File: src/hdl/iim_pkg.sv
package iim_pkg;

   localparam int COORD_WIDTH = 32;

   typedef logic signed [COORD_WIDTH-1:0] coord_type;

   localparam logic MODE_LOAD = 1'b0;
   localparam logic MODE_LIST = 1'b1;

   typedef struct packed {
      logic      mode;
      coord_type interval_start;
      coord_type interval_end;
      logic      last_in_list;
   } req_type;

   typedef struct packed {
      coord_type out_start;
      coord_type out_end;
      logic      out_last;
   } rsp_type;

   typedef struct packed {
      logic    two;
      rsp_type first;
      rsp_type second;
   } op_type;

   localparam int QUEUE_DEPTH = 2;
   localparam int QUEUE_AW    = $clog2(QUEUE_DEPTH);

endpackage

File: src/hdl/iim_front.sv
module iim_front (
   input  logic             clock,
   input  logic             reset,
   input  logic             req_valid,
   output logic             req_ready,
   input  iim_pkg::req_type req_payload,
   output logic             push_valid,
   input  logic             push_ready,
   output iim_pkg::op_type  push_op
);
   import iim_pkg::*;

   localparam logic [1:0] PH_AFTER   = 2'd0;
   localparam logic [1:0] PH_BEFORE  = 2'd1;
   localparam logic [1:0] PH_MERGING = 2'd2;

   logic [1:0] phase_ff, phase_in;
   coord_type  held_start_ff, held_start_in;
   coord_type  held_end_ff, held_end_in;

   logic      accept;
   logic      emit;
   op_type    op;
   coord_type s, e, ns, ne;
   logic      last;

   assign req_ready = push_ready;
   assign accept    = req_valid && req_ready;
   assign s         = req_payload.interval_start;
   assign e         = req_payload.interval_end;
   assign last      = req_payload.last_in_list;
   assign ns        = (s < held_start_ff) ? s : held_start_ff;
   assign ne        = (held_end_ff < e) ? e : held_end_ff;

   always_comb begin
      phase_in      = phase_ff;
      held_start_in = held_start_ff;
      held_end_in   = held_end_ff;
      emit          = 1'b0;
      op            = '0;
      if (req_payload.mode == MODE_LOAD) begin
         held_start_in = s;
         held_end_in   = e;
         if (last) begin
            emit     = 1'b1;
            op.first = '{out_start: s, out_end: e, out_last: 1'b1};
            phase_in = PH_AFTER;
         end else begin
            phase_in = PH_BEFORE;
         end
      end else if (phase_ff != PH_BEFORE && phase_ff != PH_MERGING) begin
         emit     = 1'b1;
         op.first = '{out_start: s, out_end: e, out_last: last};
         phase_in = PH_AFTER;
      end else if (phase_ff == PH_BEFORE && e < held_start_ff) begin
         emit     = 1'b1;
         op.first = '{out_start: s, out_end: e, out_last: 1'b0};
         if (last) begin
            op.two    = 1'b1;
            op.second = '{out_start: held_start_ff, out_end: held_end_ff, out_last: 1'b1};
            phase_in  = PH_AFTER;
         end
      end else if (!(held_end_ff < s)) begin
         held_start_in = ns;
         held_end_in   = ne;
         if (last) begin
            emit     = 1'b1;
            op.first = '{out_start: ns, out_end: ne, out_last: 1'b1};
            phase_in = PH_AFTER;
         end else begin
            phase_in = PH_MERGING;
         end
      end else begin
         emit      = 1'b1;
         op.two    = 1'b1;
         op.first  = '{out_start: held_start_ff, out_end: held_end_ff, out_last: 1'b0};
         op.second = '{out_start: s, out_end: e, out_last: last};
         phase_in  = PH_AFTER;
      end
   end

   assign push_valid = accept && emit;
   assign push_op    = op;

   always_ff @(posedge clock) begin
      if (reset) begin
         phase_ff      <= PH_AFTER;
         held_start_ff <= '0;
         held_end_ff   <= '0;
      end else if (accept) begin
         phase_ff      <= phase_in;
         held_start_ff <= held_start_in;
         held_end_ff   <= held_end_in;
      end
   end

endmodule

File: src/hdl/iim_queue.sv
module iim_queue (
   input  logic            clock,
   input  logic            reset,
   input  logic            push_valid,
   output logic            push_ready,
   input  iim_pkg::op_type push_op,
   output logic            pop_valid,
   input  logic            pop_ready,
   output iim_pkg::op_type pop_op
);
   import iim_pkg::*;

   op_type                entry_ff [QUEUE_DEPTH];
   logic [QUEUE_AW-1:0]   wr_ptr_ff, rd_ptr_ff;
   logic [QUEUE_AW:0]     count_ff, count_in;
   logic                  do_push, do_pop;

   assign push_ready = (count_ff != (QUEUE_AW+1)'(QUEUE_DEPTH));
   assign pop_valid  = (count_ff != '0);
   assign pop_op     = entry_ff[rd_ptr_ff];
   assign do_push    = push_valid && push_ready;
   assign do_pop     = pop_valid && pop_ready;

   always_comb begin
      count_in = count_ff;
      if (do_push && !do_pop) begin
         count_in = count_ff + 1'b1;
      end else if (do_pop && !do_push) begin
         count_in = count_ff - 1'b1;
      end
   end

   always_ff @(posedge clock) begin
      if (do_push) begin
         entry_ff[wr_ptr_ff] <= push_op;
      end
   end

   always_ff @(posedge clock) begin
      if (reset) begin
         wr_ptr_ff <= '0;
         rd_ptr_ff <= '0;
         count_ff  <= '0;
      end else begin
         count_ff <= count_in;
         if (do_push) begin
            wr_ptr_ff <= wr_ptr_ff + 1'b1;
         end
         if (do_pop) begin
            rd_ptr_ff <= rd_ptr_ff + 1'b1;
         end
      end
   end

endmodule

File: src/hdl/iim_back.sv
module iim_back (
   input  logic             clock,
   input  logic             reset,
   input  logic             pop_valid,
   output logic             pop_ready,
   input  iim_pkg::op_type  pop_op,
   output logic             rsp_valid,
   input  logic             rsp_ready,
   output iim_pkg::rsp_type rsp_payload
);
   import iim_pkg::*;

   logic    rsp_valid_ff;
   rsp_type rsp_ff;
   logic    second_ff;
   logic    load;

   assign load      = pop_valid && (!rsp_valid_ff || rsp_ready);
   assign pop_ready = (!rsp_valid_ff || rsp_ready) && (second_ff || !pop_op.two);

   always_ff @(posedge clock) begin
      if (load) begin
         rsp_ff <= second_ff ? pop_op.second : pop_op.first;
      end
   end

   always_ff @(posedge clock) begin
      if (reset) begin
         rsp_valid_ff <= 1'b0;
         second_ff    <= 1'b0;
      end else begin
         if (load) begin
            rsp_valid_ff <= 1'b1;
            second_ff    <= pop_op.two && !second_ff;
         end else if (rsp_ready) begin
            rsp_valid_ff <= 1'b0;
         end
      end
   end

   assign rsp_valid   = rsp_valid_ff;
   assign rsp_payload = rsp_ff;

endmodule

File: src/hdl/interval_insert_merge_unit.sv
// channel   ports                                   direction
// request   req_valid, req_ready, req_payload       in
// response  rsp_valid, rsp_ready, rsp_payload       out
//
// Accepts one request per cycle while queue has room, updating the held interval.
// A request yielding two responses sends both through the output register in turn.
// Two-entry queue between front and back; the front stalls only when it is full.
// A first response is registered in a queue entry, then in the output register.
// Reset clears phase, queue and output valid.
module interval_insert_merge_unit (
   input  logic             clock,
   input  logic             reset,
   input  logic             req_valid,
   output logic             req_ready,
   input  iim_pkg::req_type req_payload,
   output logic             rsp_valid,
   input  logic             rsp_ready,
   output iim_pkg::rsp_type rsp_payload
);
   import iim_pkg::*;

   logic   push_valid, push_ready;
   op_type push_op;
   logic   pop_valid, pop_ready;
   op_type pop_op;

   iim_front u_front (
      .clock       (clock),
      .reset       (reset),
      .req_valid   (req_valid),
      .req_ready   (req_ready),
      .req_payload (req_payload),
      .push_valid  (push_valid),
      .push_ready  (push_ready),
      .push_op     (push_op)
   );

   iim_queue u_queue (
      .clock      (clock),
      .reset      (reset),
      .push_valid (push_valid),
      .push_ready (push_ready),
      .push_op    (push_op),
      .pop_valid  (pop_valid),
      .pop_ready  (pop_ready),
      .pop_op     (pop_op)
   );

   iim_back u_back (
      .clock       (clock),
      .reset       (reset),
      .pop_valid   (pop_valid),
      .pop_ready   (pop_ready),
      .pop_op      (pop_op),
      .rsp_valid   (rsp_valid),
      .rsp_ready   (rsp_ready),
      .rsp_payload (rsp_payload)
   );

endmodule
File: config.mk
export PLATFORM = sky130hd
export DESIGN_NAME = interval_insert_merge_unit
export DESIGN_NICKNAME = d
export VERILOG_FILES = /design/src/hdl/iim_pkg.sv /design/src/hdl/iim_front.sv /design/src/hdl/iim_queue.sv /design/src/hdl/iim_back.sv /design/src/hdl/interval_insert_merge_unit.sv
export SDC_FILE = /design/constraint.sdc
export NUM_CORES = 1
export LEC_CHECK = 0
export ABC_CLOCK_PERIOD_IN_PS = 11300
export BUFFER_PORTS_ARGS = -buffer_cell sky130_fd_sc_hd__buf_2
export CAP_MARGIN = 20
export CORE_ASPECT_RATIO = 1.2
export CORE_MARGIN = 2
export CORE_UTILIZATION = 35
export DETAILED_ROUTE_END_ITERATION = 12
export PLACE_DENSITY_LB_ADDON = 0.15
export SYNTH_ARGS = -nofsm -noshare
export SYNTH_HDL_FRONTEND = slang
export SYNTH_SLANG_ARGS = --single-unit
export TNS_END_PERCENT = 20
File: constraint.sdc
create_clock -name clock -period 11.3 [get_ports clock]
set_input_delay 2.26 -clock clock [delete_from_list [all_inputs] [get_ports clock]]
set_output_delay 2.26 -clock clock [all_outputs]
set_load 0.02 [all_outputs]
==> results of run 1 <==
[layout make-up]
class / instances / area share
flip-flops and latches: 400 / 0.516
multi-input cells: 881 / 0.325
clock buffers: 59 / 0.0533
well taps: 712 / 0.0407
repair buffers: 153 / 0.0391
inverters: 105 / 0.0182
clock inverters: 21 / 0.00795
diodes: 3 / 0.000343
[logic make-up after synthesis]
| logic type | count (synthesis) |
|---|---|
| xor gates and xnor gates | 3 |
| DFF | 400 |
| and+or+nand+nor | 367 |
| muxes | 131 |
| AOI/OAI and AO/OA | 254 |
| adders and majority gates | 126 |
| buffers and inverters | 173 |
[flip-flops by register name (all words and copies together) (netlist names), named ones only]
name / flops
u_queue.entry_ff: 262
u_queue.rd_ptr_ff: 1
u_front.phase_ff: 2
u_queue.wr_ptr_ff: 1
u_back.second_ff: 1
u_front.held_end_ff: 32
u_queue.count_ff: 2
u_front.held_start_ff: 32
u_back.rsp_payload: 65
u_back.rsp_valid: 1
[through the flow]
step,worst slack (ns),hold WS [ns],power [W],util
after detailed placement,4.23,0.477,0.00328,0.382
final,4.95,0.483,0.00458,0.407
after floorplan,1.02,0.447,0.00286,-
after global placement,4.33,0.467,0.00326,0.381
after global routing,4.66,0.505,0.00481,0.407
after CTS,4.81,0.486,0.00466,0.407
[power by group]
part	internal (W)	switching, W
Combinational	0.000451	0.000685
Sequential	0.00195	0.000131
Clock	0.000774	0.000585
Total	0.00318	0.00140
[path summary, 6_finish.rpt]
check                                              start                                  to  slack, ns  cells after the start
setup / recovery                         req_payload[32]  u_queue.entry_ff[0][105]$_DFFE_PP_       4.95                     11
hold / removal          u_front.phase_ff[1]$_SDFFE_PP0P_    u_front.phase_ff[1]$_SDFFE_PP0P_       0.48                      2
setup reg to reg  u_front.held_start_ff[31]$_SDFFE_PP0P_  u_queue.entry_ff[0][105]$_DFFE_PP_       6.30                     11
hold reg to reg         u_front.phase_ff[1]$_SDFFE_PP0P_    u_front.phase_ff[1]$_SDFFE_PP0P_       0.48                      2
[layer usage]
metal	global-route usage	share of wire	vias to the layer above
met5	0	0.00049	-
met4	0.0622	0.032	4
met3	0.0286	0.038	80
met2	0.296	0.49	213
met1	0.227	0.44	5855
li1	-	-	5685
[cell usage after synthesis (2+ instances only)]
| cell | number | share of area |
|---|---|---|
| a31oi_1 | 3 | 0.00099 |
| buf_6 | 6 | 0.0035 |
| nor2b_1 | 4 | 0.0013 |
| and2_1 | 2 | 0.00066 |
| o2111ai_1 | 2 | 0.00092 |
| a22o_1 | 64 | 0.029 |
| nor3_1 | 6 | 0.0016 |
| o22a_1 | 2 | 0.00092 |
| nand4_1 | 20 | 0.0066 |
| xor2_1 | 3 | 0.0014 |
| mux2i_1 | 66 | 0.035 |
| or3_1 | 5 | 0.0016 |
| buf_2 | 15 | 0.0039 |
| nand3_1 | 10 | 0.0026 |
| clkbuf_1 | 30 | 0.0059 |
| inv_1 | 105 | 0.021 |
| o2bb2ai_1 | 3 | 0.0014 |
| ha_1 | 126 | 0.083 |
| mux4_2 | 65 | 0.077 |
| a221o_1 | 2 | 0.0011 |
| o21ai_0 | 21 | 0.0055 |
| a21boi_0 | 2 | 0.00079 |
| edfxtp_1 | 327 | 0.52 |
| o21a_1 | 3 | 0.0012 |
| nand2_1 | 280 | 0.055 |
| a2bb2oi_1 | 2 | 0.00092 |
| o211a_1 | 2 | 0.0011 |
| nor4_1 | 2 | 0.00066 |
| a21o_1 | 20 | 0.0079 |
| buf_1 | 17 | 0.0034 |
| nor2_1 | 16 | 0.0032 |
| o41ai_4 | 2 | 0.0029 |
| dfxtp_1 | 73 | 0.077 |
| a211oi_1 | 3 | 0.0012 |
| nand2b_1 | 9 | 0.0030 |
| or2_2 | 5 | 0.0016 |
| and4_1 | 3 | 0.0014 |
| a2111o_1 | 2 | 0.0012 |
| a21oi_1 | 111 | 0.029 |
[layout by cell type, fill, tap and decap left out, types with 3 or more instances in the layout]
cell	count
mux4_2	65
a211oi_1	3
o21ai_0	21
nand2_1	279
nand2b_1	9
xor2_1	3
buf_4	14
clkbuf_1	14
nor2_1	15
or2_2	5
a21o_1	20
buf_2	136
nor2b_1	4
nand4_1	20
a22o_1	64
nand3_1	10
nor3_1	6
a21oi_1	109
mux2i_1	66
edfxtp_1	327
inv_1	103
ha_1	126
and4_1	3
or3_1	5
dfxtp_1	71
clkinv_1	6
clkinv_2	9
a31oi_1	3
diode_2	3
clkbuf_16	44
[worst max-delay path, delay by kind of cell]
family,cells,cell delay [ns]
AO/OA/AOI/OAI,2,0.69
adder cells (fa/ha/maj),1,0.41
AND/OR/NAND/NOR,5,1.41
buffers and inverters,3,1.67
==> metrics, run 1 <==
Post-Syn Instances=1454; ordered cell list for the critical path=buf_2 > ha_1 > nand4_1 > nor4_1 > nand2_1 > a41o_2 > a211o_4 > and4_1 > or3_1 > inv_4 > buf_4; Peak supply drop=0.109 mV; Finished Layout Cells=2334; TritonCTS Buffers=43; CORE AREA=0.0538 mm^2; Tcrit/Tclk final=0.562; Initial DRC Count=660; clk buf depth=3; H-tree Lvls=2; global-route wire length before repair=74500 um; Ys Warns=0; latest clock arrival within the worst-skew pair=0.58 ns; DR WL/cell=20.9 um; Setup TNS=0 ns; Final Max Slew Viols=0; Port Buf Inserts=136; hold_buf cts=0; synthesized flop and latch total=400; die width=217 um; Worst Tran Pin Value=1.10 ns; Slew HR=0.260; Syn-to-layout area delta=15.0%; Fin Clk Skew=0.0294 ns; Leak=8.36 nW; Fill cells=5047; vias in the first global route=12200; via-per-instance ratio=5.07; max cap viols=0; RSZ-0062 raised after global routing=no; f_max=157 MHz; number of library cell types mapped by synthesis=54; DR vias=11800; Nets=1780; syn_area_per_cell=13.1 um^2; worst min path class=flip-flop to flip-flop; Synth Cell Area=0.0190 mm^2; CP max stage cell=buf_4; largest net degree at the start of global routing=73; startpoint types=input pin; Synth Area in XOR/XNOR=0.00138; global route total overflow=0; dpl hpwl=32100 um; Setup Buffers After CTS=0; Starting Density=0.354; drt drc=0; Final ANT Viol Nets=0; antenna violations before repair=3; All-Layer GR Usage=0.175; DP Area=0.0205 mm^2; CTS clock-pin slew for the worst setup and hold paths=0.06 ns; pwr/cell area=209 mW/mm^2; die area=0.0563 mm^2; ys async rst share=0; DRT Pass-1 Iters=5; routability cong.=0.781; Post-Route WL=48900 um; Slowest Stage Delay on Critical Path=0.89 ns; clock period minus final worst setup slack=6.35 ns; ys flop type=edfxtp_1; fin area=0.0219 mm^2; Synth Area in Compound Gates=0.0922; IO Count=137; Sink Count=400; CTS resizes=0; Clock Root Buffer=clkbuf_16; row count=93; CTS tree=built; crit path max fanout=71; combinational family with the most area after synthesis=multiplexers; CP Capture Type=flip-flop; Sequential cell area=0.0113 mm^2; die height=259 um; mux contribution to synthesized area=0.112; share of layout cells above drive strength 1=0.187; adder-cell share of the synthesized area=0.0828; post-placement cell count=2251; multi-input logic area=0.00711 mm^2; Simple-Gate Fraction of Synth Area=0.0821; synthesized net count=1650; number of synthesized flops with an enable pin=327; Seq/Total Area, Yosys=0.592; status=finished, final reports clean; Final setup viols=0; CP required=11.49 ns; WS Path Type=input pin to flip-flop; Final Hold Fails=0; Crit path arrival time=6.55 ns
(Power assumes the default switching activity.)
==> run 2: changes to the inputs <==
--- a/config.mk
+++ b/config.mk
@@ -5,7 +5,7 @@
 export SDC_FILE = /design/constraint.sdc
 export NUM_CORES = 1
 export LEC_CHECK = 0
-export ABC_CLOCK_PERIOD_IN_PS = 11300
+export ABC_CLOCK_PERIOD_IN_PS = 5500
 export BUFFER_PORTS_ARGS = -buffer_cell sky130_fd_sc_hd__buf_2
 export CAP_MARGIN = 20
 export CORE_ASPECT_RATIO = 1.2
==> constraint.sdc (replaced) <==
create_clock -name clock -period 5.5 [get_ports clock]
set_input_delay 1.1 -clock clock [delete_from_list [all_inputs] [get_ports clock]]
set_output_delay 1.1 -clock clock [all_outputs]
set_load 0.02 [all_outputs]
==> run 2 against run 1 <==
  * Utilization up 0.24 points
  * Global-route usage is 0.12 points higher
  * First-iteration DRC count is 10% higher
  * Clock skew up 0.0056 ns
  * Via count up 1.4%
  * Combinational power rose by 110%
  * Largest power group unchanged
==> metrics, run 2 (synthesized netlist as in run 1, its figures left out) <==
drt drc=0 (unchanged); largest net degree at the start of global routing=84 (was 73); CTS tree=built (unchanged); Switching Power=0.00286 W (was 0.00140 W); Final Max Slew Viols=0 (unchanged); die width=217 um (unchanged); Slew HR=0.335 (was 0.260); All-Layer GR Usage=0.176 (was 0.175); Tcrit/Tclk final=0.799; global routing usage on met1=0.232 (was 0.227); startpoint types=input pin (unchanged); Leak=8.41 nW (was 8.36 nW); internal power=0.00657 W (was 0.00318 W); Worst Tran Pin Value=0.998 ns (was 1.10 ns); latest clock arrival within the worst-skew pair=0.58 ns (about the same); clk buf depth=3 (unchanged); H-tree Lvls=2 (unchanged); Initial DRC Count=729 (was 660); vias in the first global route=12300 (was 12200); multi-input logic area=0.00710 mm^2 (was 0.00711 mm^2); status=finished, final reports clean (unchanged); Post-Route WL=49000 um (was 48900 um); Port Buf Inserts=136 (unchanged); via-per-instance ratio=5.12 (was 5.07); Fill cells=5133 (was 5047); row count=93 (unchanged); GR peak layer=met2 (unchanged); worst min path class=flip-flop to flip-flop (unchanged); Final ANT Viol Nets=0 (unchanged); share of layout cells above drive strength 1=0.188 (was 0.187); max cap viols=0 (unchanged); global route total overflow=0 (unchanged); TritonCTS Buffers=44 (was 43); commonest cells after routing, fill and taps aside=edfxtp_1 (327), nand2_1 (279), buf_2 (136), ha_1 (126), a21oi_1 (109) (unchanged); crit path max fanout=35 (was 71); Combinational Power Share=0.248 (about the same); CP required=5.87 ns (was 11.49 ns); Sequential cell area=0.0113 mm^2 (unchanged); Nets=1790 (was 1780); CORE AREA=0.0538 mm^2 (unchanged); RSZ-0062 raised after global routing=no (unchanged); Peak supply drop=0.228 mV (was 0.109 mV); DR WL/cell=20.9 um (about the same); routability cong.=0.823 (was 0.781); dpl hpwl=32700 um (was 32100 um); CTS clock-pin slew for the worst setup and hold paths=0.06 ns (about the same); Setup Buffers After CTS=0 (unchanged); global-route wire length before repair=75100 um (was 74500 um); Crit path arrival time=4.76 ns (was 6.55 ns); f_max=228 MHz; Seq pwr share=0.454 (was 0.455); clock period minus final worst setup slack=4.39 ns; commonest non-fill, non-tap cell in the layout=edfxtp_1 (unchanged); post-placement cell count=2260 (was 2251); antenna violations before repair=4 (was 3); Final setup viols=0 (unchanged); Final Hold Fails=0 (unchanged); hold_buf cts=0 (unchanged); IO Count=137 (unchanged); Finished Layout Cells=2344 (was 2334); max reg flops=262 (unchanged); Reg with most FFs=u_queue.entry_ff (unchanged); Fin Clk Skew=0.0350 ns (was 0.0294 ns); Clock Root Buffer=clkbuf_16 (unchanged); die height=259 um (unchanged); Layout Utilization=0.410 (was 0.407); met2 Track Usage GR=0.301 (was 0.296); sw frac=0.303 (was 0.306); CP Capture Type=flip-flop (unchanged); DR vias=12000 (was 11800); DRT Pass-1 Iters=7 (was 5); Starting Density=0.354 (unchanged); flop-to-flop setup slack=1.34 ns (was 6.30 ns); pwr/cell area=428 mW/mm^2 (was 209 mW/mm^2); Sink Count=400 (unchanged); Syn-to-layout area delta=15.6% (was 15.0%); Clock power frac=0.299 (was 0.297); die area=0.0563 mm^2 (unchanged); WS Path Type=input pin to flip-flop (unchanged); CTS resizes=0 (unchanged); met3 Use GR=0.0327 (was 0.0286)
==> run 2: changes by cell type in the layout (fill, tap and decap cells not counted), moves of 4 or more <==
cell      change
buf_12        +6
buf_4         +5
clkinv_1      +5
clkinv_2      -4
==> run 2: stage by stage <==
step / cell area, um^2 / power (W) / setup slack [ns] / hold slack, ns / setup TNS [ns]
after floorplan: 19000 / 0.00588 / -0.642 / 0.447 / -84.06
after global placement: 20600 / 0.00672 / 0.617 / 0.475 / 0
after detailed placement: 20600 / 0.00675 / 0.485 / 0.473 / 0
after CTS: 22000 / 0.00960 / 1.09 / 0.482 / 0
after global routing: 22000 / 0.00992 / 0.899 / 0.514 / 0
final: 22000 / 0.00943 / 1.11 / 0.487 / 0
==> run 2: worst paths after layout <==
check	startpoint	endpoint	cells past startpoint
worst max register to register	u_front.held_start_ff[31]$_SDFFE_PP0P_	u_queue.entry_ff[0][51]$_DFFE_PP_	11
worst min-delay path	u_front.phase_ff[1]$_SDFFE_PP0P_	u_front.phase_ff[1]$_SDFFE_PP0P_	2
worst min register to register	u_front.phase_ff[1]$_SDFFE_PP0P_	u_front.phase_ff[1]$_SDFFE_PP0P_	2
worst max-delay path	req_payload[32]	u_queue.entry_ff[0][51]$_DFFE_PP_	11
==> run 2: area by class of cell <==
cell class / count / share of cell area
tap: 712 / 0.0405
multi-input combinational: 881 / 0.322
antenna: 2 / 0.000227
clock inverter: 20 / 0.00693
clock buffer: 62 / 0.0550
timing repair buffer: 162 / 0.0441
sequential: 400 / 0.513
inverter: 105 / 0.0181
==> run 2: critical path, stage by stage <==
cell and delay [ns]:
buf_2 0.15, ha_1 0.41, nand4_1 0.16, nor4_1 0.52, nand2_1 0.16, a41o_2 0.30, nand4_2 0.20, and2_2 0.83
buf_4 0.56, nand2_1 0.10, a21oi_1 0.25
==> run 2: routing by layer <==
metal | wire length (um) | up-vias | part of all wire
li1 | - | 5705 | -
met1 | 21400 | 5957 | 0.44
met2 | 24300 | 283 | 0.50
met3 | 2370 | 55 | 0.048
met4 | 875 | 4 | 0.018
met5 | 20 | - | 0.00041
==> run 2: power by group through the flow <==
stage / combinational [W] / sequential (W) / clock [W]
floorplan: 0.00130 / 0.00458 / 0
global placement: 0.00238 / 0.00434 / 0
detailed placement: 0.00239 / 0.00436 / 0
CTS: 0.00240 / 0.00429 / 0.00291
global route: 0.00255 / 0.00435 / 0.00302
finish: 0.00234 / 0.00428 / 0.00281
==> run 3: changes to the inputs <==
--- a/config.mk
+++ b/config.mk
@@ -5,7 +5,8 @@
 export SDC_FILE = /design/constraint.sdc
 export NUM_CORES = 1
 export LEC_CHECK = 0
-export ABC_CLOCK_PERIOD_IN_PS = 5500
+export ABC_AREA = 1
+export ABC_CLOCK_PERIOD_IN_PS = 4500
 export BUFFER_PORTS_ARGS = -buffer_cell sky130_fd_sc_hd__buf_2
 export CAP_MARGIN = 20
 export CORE_ASPECT_RATIO = 1.2
==> constraint.sdc (replaced) <==
create_clock -name clock -period 4.5 [get_ports clock]
set_input_delay 0.9 -clock clock [delete_from_list [all_inputs] [get_ports clock]]
set_output_delay 0.9 -clock clock [all_outputs]
set_load 0.02 [all_outputs]
==> run 3 against run 2 <==
  * Total power up 60%
  * Sequential cell count stayed put
  * Utilization down 0.57 points
  * Critical path type is now flip-flop to flip-flop
  * Highest routed layer unchanged
==> metrics, run 3 <==
status=finished, final reports clean (unchanged); Slew HR=0.321 (was 0.335); combinational family with the most area after synthesis=simple AND/OR/NAND/NOR gates (was multiplexers); Fin Clk Skew=0.0289 ns (was 0.0350 ns); internal power=0.00913 W (was 0.00657 W); CP max stage cell=buf_4 (was and2_2); Sink Count=400 (unchanged); die width=238 um (was 217 um); Leak=11.6 nW (was 8.41 nW); CTS tree=built (unchanged); die area=0.0677 mm^2 (was 0.0563 mm^2); Port Buf Inserts=136 (unchanged); top-count cell post-synth=nand2_1 (was edfxtp_1); via-per-instance ratio=5.29 (was 5.12); row count=102 (was 93); Reg with most FFs=u_queue.entry_ff (unchanged); worst min path class=flip-flop to flip-flop (unchanged); synthesized net count=3109 (was 1650); CTS resizes=0 (unchanged); Initial DRC Count=1672 (was 729); antenna violations before repair=10 (was 4); Switching Power=0.00596 W (was 0.00286 W); adder-cell share of the synthesized area=0.0686 (was 0.0828); Final setup viols=0 (unchanged); H-tree Lvls=2 (unchanged); vias in the first global route=19600 (was 12300); IO Count=137 (unchanged); r2r startpoint=u_front.held_start_ff[7]$_SDFFE_PP0P_ (was u_front.held_start_ff[31]$_SDFFE_PP0P_); WS Path Type=flip-flop to flip-flop (was input pin to flip-flop); syn_area_per_cell=7.89 um^2 (was 13.1 um^2); Peak supply drop=0.423 mV (was 0.228 mV); Syn-to-layout area delta=13.7% (was 15.6%); number of synthesized flops with an enable pin=327 (unchanged); Final Max Slew Viols=0 (unchanged); Ys Warns=0 (unchanged); Final Hold Fails=0 (unchanged); Synth Cell Area=0.0230 mm^2 (was 0.0190 mm^2); hold_buf cts=0 (unchanged); Post-Syn Instances=2913 (was 1454); f_max=279 MHz; hold path start=u_queue.rd_ptr_ff$_SDFFE_PP0P_ (was u_front.phase_ff[1]$_SDFFE_PP0P_); clk buf depth=3 (unchanged); Synth Area in Compound Gates=0.112 (was 0.0922); die height=285 um (was 259 um); TritonCTS Buffers=47 (was 44); synth top area cells=edfxtp_1 (43%), nand2_1 (16%), ha_1 (6.9%), dfxtp_1 (6.4%), nor2_1 (6.0%) (was edfxtp_1 (52%), ha_1 (8.3%), mux4_2 (7.7%), dfxtp_1 (7.7%), nand2_1 (5.5%)); ys flop type=edfxtp_1 (unchanged); Buf/Inv on CP=2 (unchanged); Clock power frac=0.272 (was 0.299); metal3 WL=4460 um (was 2370 um); DR WL met2=38700 um (was 24300 um); CTS clock-pin slew for the worst setup and hold paths=0.06 ns (about the same); clock period minus final worst setup slack=3.58 ns; largest net degree at the start of global routing=171 (was 84); post-placement cell count=3750 (was 2260); max cap viols=0 (unchanged); dpl hpwl=47200 um (was 32700 um); number of library cell types mapped by synthesis=32 (was 54); Top Metal Used=met5 (unchanged); Tcrit/Tclk final=0.796; CP Capture Type=flip-flop (unchanged); mux contribution to synthesized area=0 (was 0.112); area leader, netlist=edfxtp_1 (unchanged); cell mode on critical path=nand2_1 (unchanged); Clock Root Buffer=clkbuf_16 (unchanged); Nets=3163 (was 1790); Finished Layout Cells=3838 (was 2344); global route total overflow=0 (unchanged); Fill cells=6469 (was 5133); Synth Area in XOR/XNOR=0 (was 0.00138); All-Layer GR Usage=0.219 (was 0.176); ordered cell list for the critical path=inv_1 > ha_1 > a21oi_1 > o21a_1 > nand2_1 > nand2_1 > nand2_1 > nand2_1 > nand2_1 > nand2_1 > nand3_4 > nand2_4 > buf_4 > a21oi_1 > nand2_1 > nand2_1 (was buf_2 > ha_1 > nand4_1 > nor4_1 > nand2_1 > a41o_2 > nand4_2 > and2_2 > buf_4 > nand2_1 > a21oi_1); crit-path leading delay family=simple AND/OR/NAND/NOR gates (unchanged); DRT Pass-1 Iters=5 (was 7); commonest cells after routing, fill and taps aside=nand2_1 (969), nor2_1 (362), edfxtp_1 (327), o21ai_0 (208), a21oi_1 (198) (was edfxtp_1 (327), nand2_1 (279), buf_2 (136), ha_1 (126), a21oi_1 (109)); DR WL/cell=19.7 um (was 20.9 um); max reg flops=262 (unchanged); Starting Density=0.355 (was 0.354); commonest non-fill, non-tap cell in the layout=nand2_1 (was edfxtp_1); Sequential cell area=0.0113 mm^2 (about the same); CP required=4.83 ns (was 5.87 ns); Combinational Power Share=0.363 (was 0.248); pwr/cell area=578 mW/mm^2 (was 428 mW/mm^2); Setup TNS=0 ns (unchanged); share of layout cells above drive strength 1=0.0943 (was 0.188); multi-input logic area=0.0104 mm^2 (was 0.00710 mm^2); RSZ-0062 raised after global routing=no (unchanged); crit path max fanout=74 (was 35); share of the synthesized area in the top cell type=0.427 (was 0.516); startpoint types=flip-flop (was input pin); most frequent cells after synthesis=nand2_1 (973), nor2_1 (365), edfxtp_1 (327), o21ai_0 (208), a21oi_1 (199) (was edfxtp_1 (327), nand2_1 (280), ha_1 (126), a21oi_1 (111), inv_1 (105)); CORE AREA=0.0647 mm^2 (was 0.0538 mm^2); global-route wire length before repair=114000 um (was 75100 um); Simple-Gate Fraction of Synth Area=0.267 (was 0.0821); latest clock arrival within the worst-skew pair=0.59 ns (was 0.58 ns); Post-Route WL=75800 um (was 49000 um); sw frac=0.395 (was 0.303); drt drc=0 (unchanged); Setup Buffers After CTS=0 (unchanged); Seq pwr share=0.364 (was 0.454); Worst Tran Pin Value=1.02 ns (was 0.998 ns); Slowest Stage Delay on Critical Path=0.68 ns (was 0.83 ns); Seq/Total Area, Yosys=0.491 (was 0.592); Crit path arrival time=3.91 ns (was 4.76 ns); routability cong.=0.876 (was 0.823); synthesized flop and latch total=400 (unchanged); M1 WL=29900 um (was 21400 um); ys async rst share=0 (unchanged); CP startpoint=u_front.held_start_ff[7]$_SDFFE_PP0P_ (was req_payload[32]); DR vias=20300 (was 12000); Final ANT Viol Nets=0 (unchanged)
==> run 3: path summary, 6_finish.rpt <==
kind / end / slack (ns) / depth (start not counted)
hold / removal: flip-flop / 0.46 / 1
setup / recovery: u_queue.entry_ff[0][106]$_DFFE_PP_ / 0.92 / 16
hold reg to reg: flip-flop / 0.46 / 1
setup reg to reg: u_queue.entry_ff[0][106]$_DFFE_PP_ / 0.92 / 16
==> run 3: cells by family after synthesis <==
| kind of cell | Yosys count |
|---|---|
| buffers and inverters | 345 |
| flip-flops | 400 |
| adder cells (fa/ha/maj) | 126 |
| AND/OR/NAND/NOR | 1551 |
| AO/OA/AOI/OAI | 491 |
==> run 3: power groups by stage <==
| stage | Combinational (W) | Sequential, W | Clock, W |
|---|---|---|---|
| global route | 0.00611 | 0.00558 | 0.00432 |
| detailed placement | 0.00552 | 0.00558 | 0 |
| finish | 0.00548 | 0.00550 | 0.00411 |
| global placement | 0.00545 | 0.00558 | 0 |
| floorplan | 0.00328 | 0.00585 | 0 |
| CTS | 0.00555 | 0.00551 | 0.00421 |
==> run 3: routing by layer <==
metal	global-route usage	vias to the layer above
met5	0	-
met1	0.259	9596
met2	0.396	684
met3	0.0357	161
li1	-	9846
met4	0.0835	16
==> run 3: metrics by stage <==
stage           util  cell area (um^2)  hold WS, ns  setup slack (ns)  total power, W
4_1_cts        0.404             26100        0.457             0.950          0.0153
2_1_floorplan      -             23100        0.426            -0.114         0.00913
6_report       0.404             26100        0.455             0.918          0.0151
5_1_grt        0.404             26100        0.476             0.630          0.0160
3_5_place_dp   0.378             24500        0.434             0.428          0.0111
3_3_place_gp   0.378             24500        0.422             0.483          0.0110
==> run 3: area by class of cell <==
type                            instances  area share
Antenna cell                            4    0.000383
Inverter                              173      0.0251
Timing Repair Buffer                  177      0.0421
Multi-Input combinational cell       2168       0.398
Clock inverter                         29      0.0142
Sequential cell                       400       0.432
Clock buffer                           55      0.0482
Tap cell                              832      0.0398
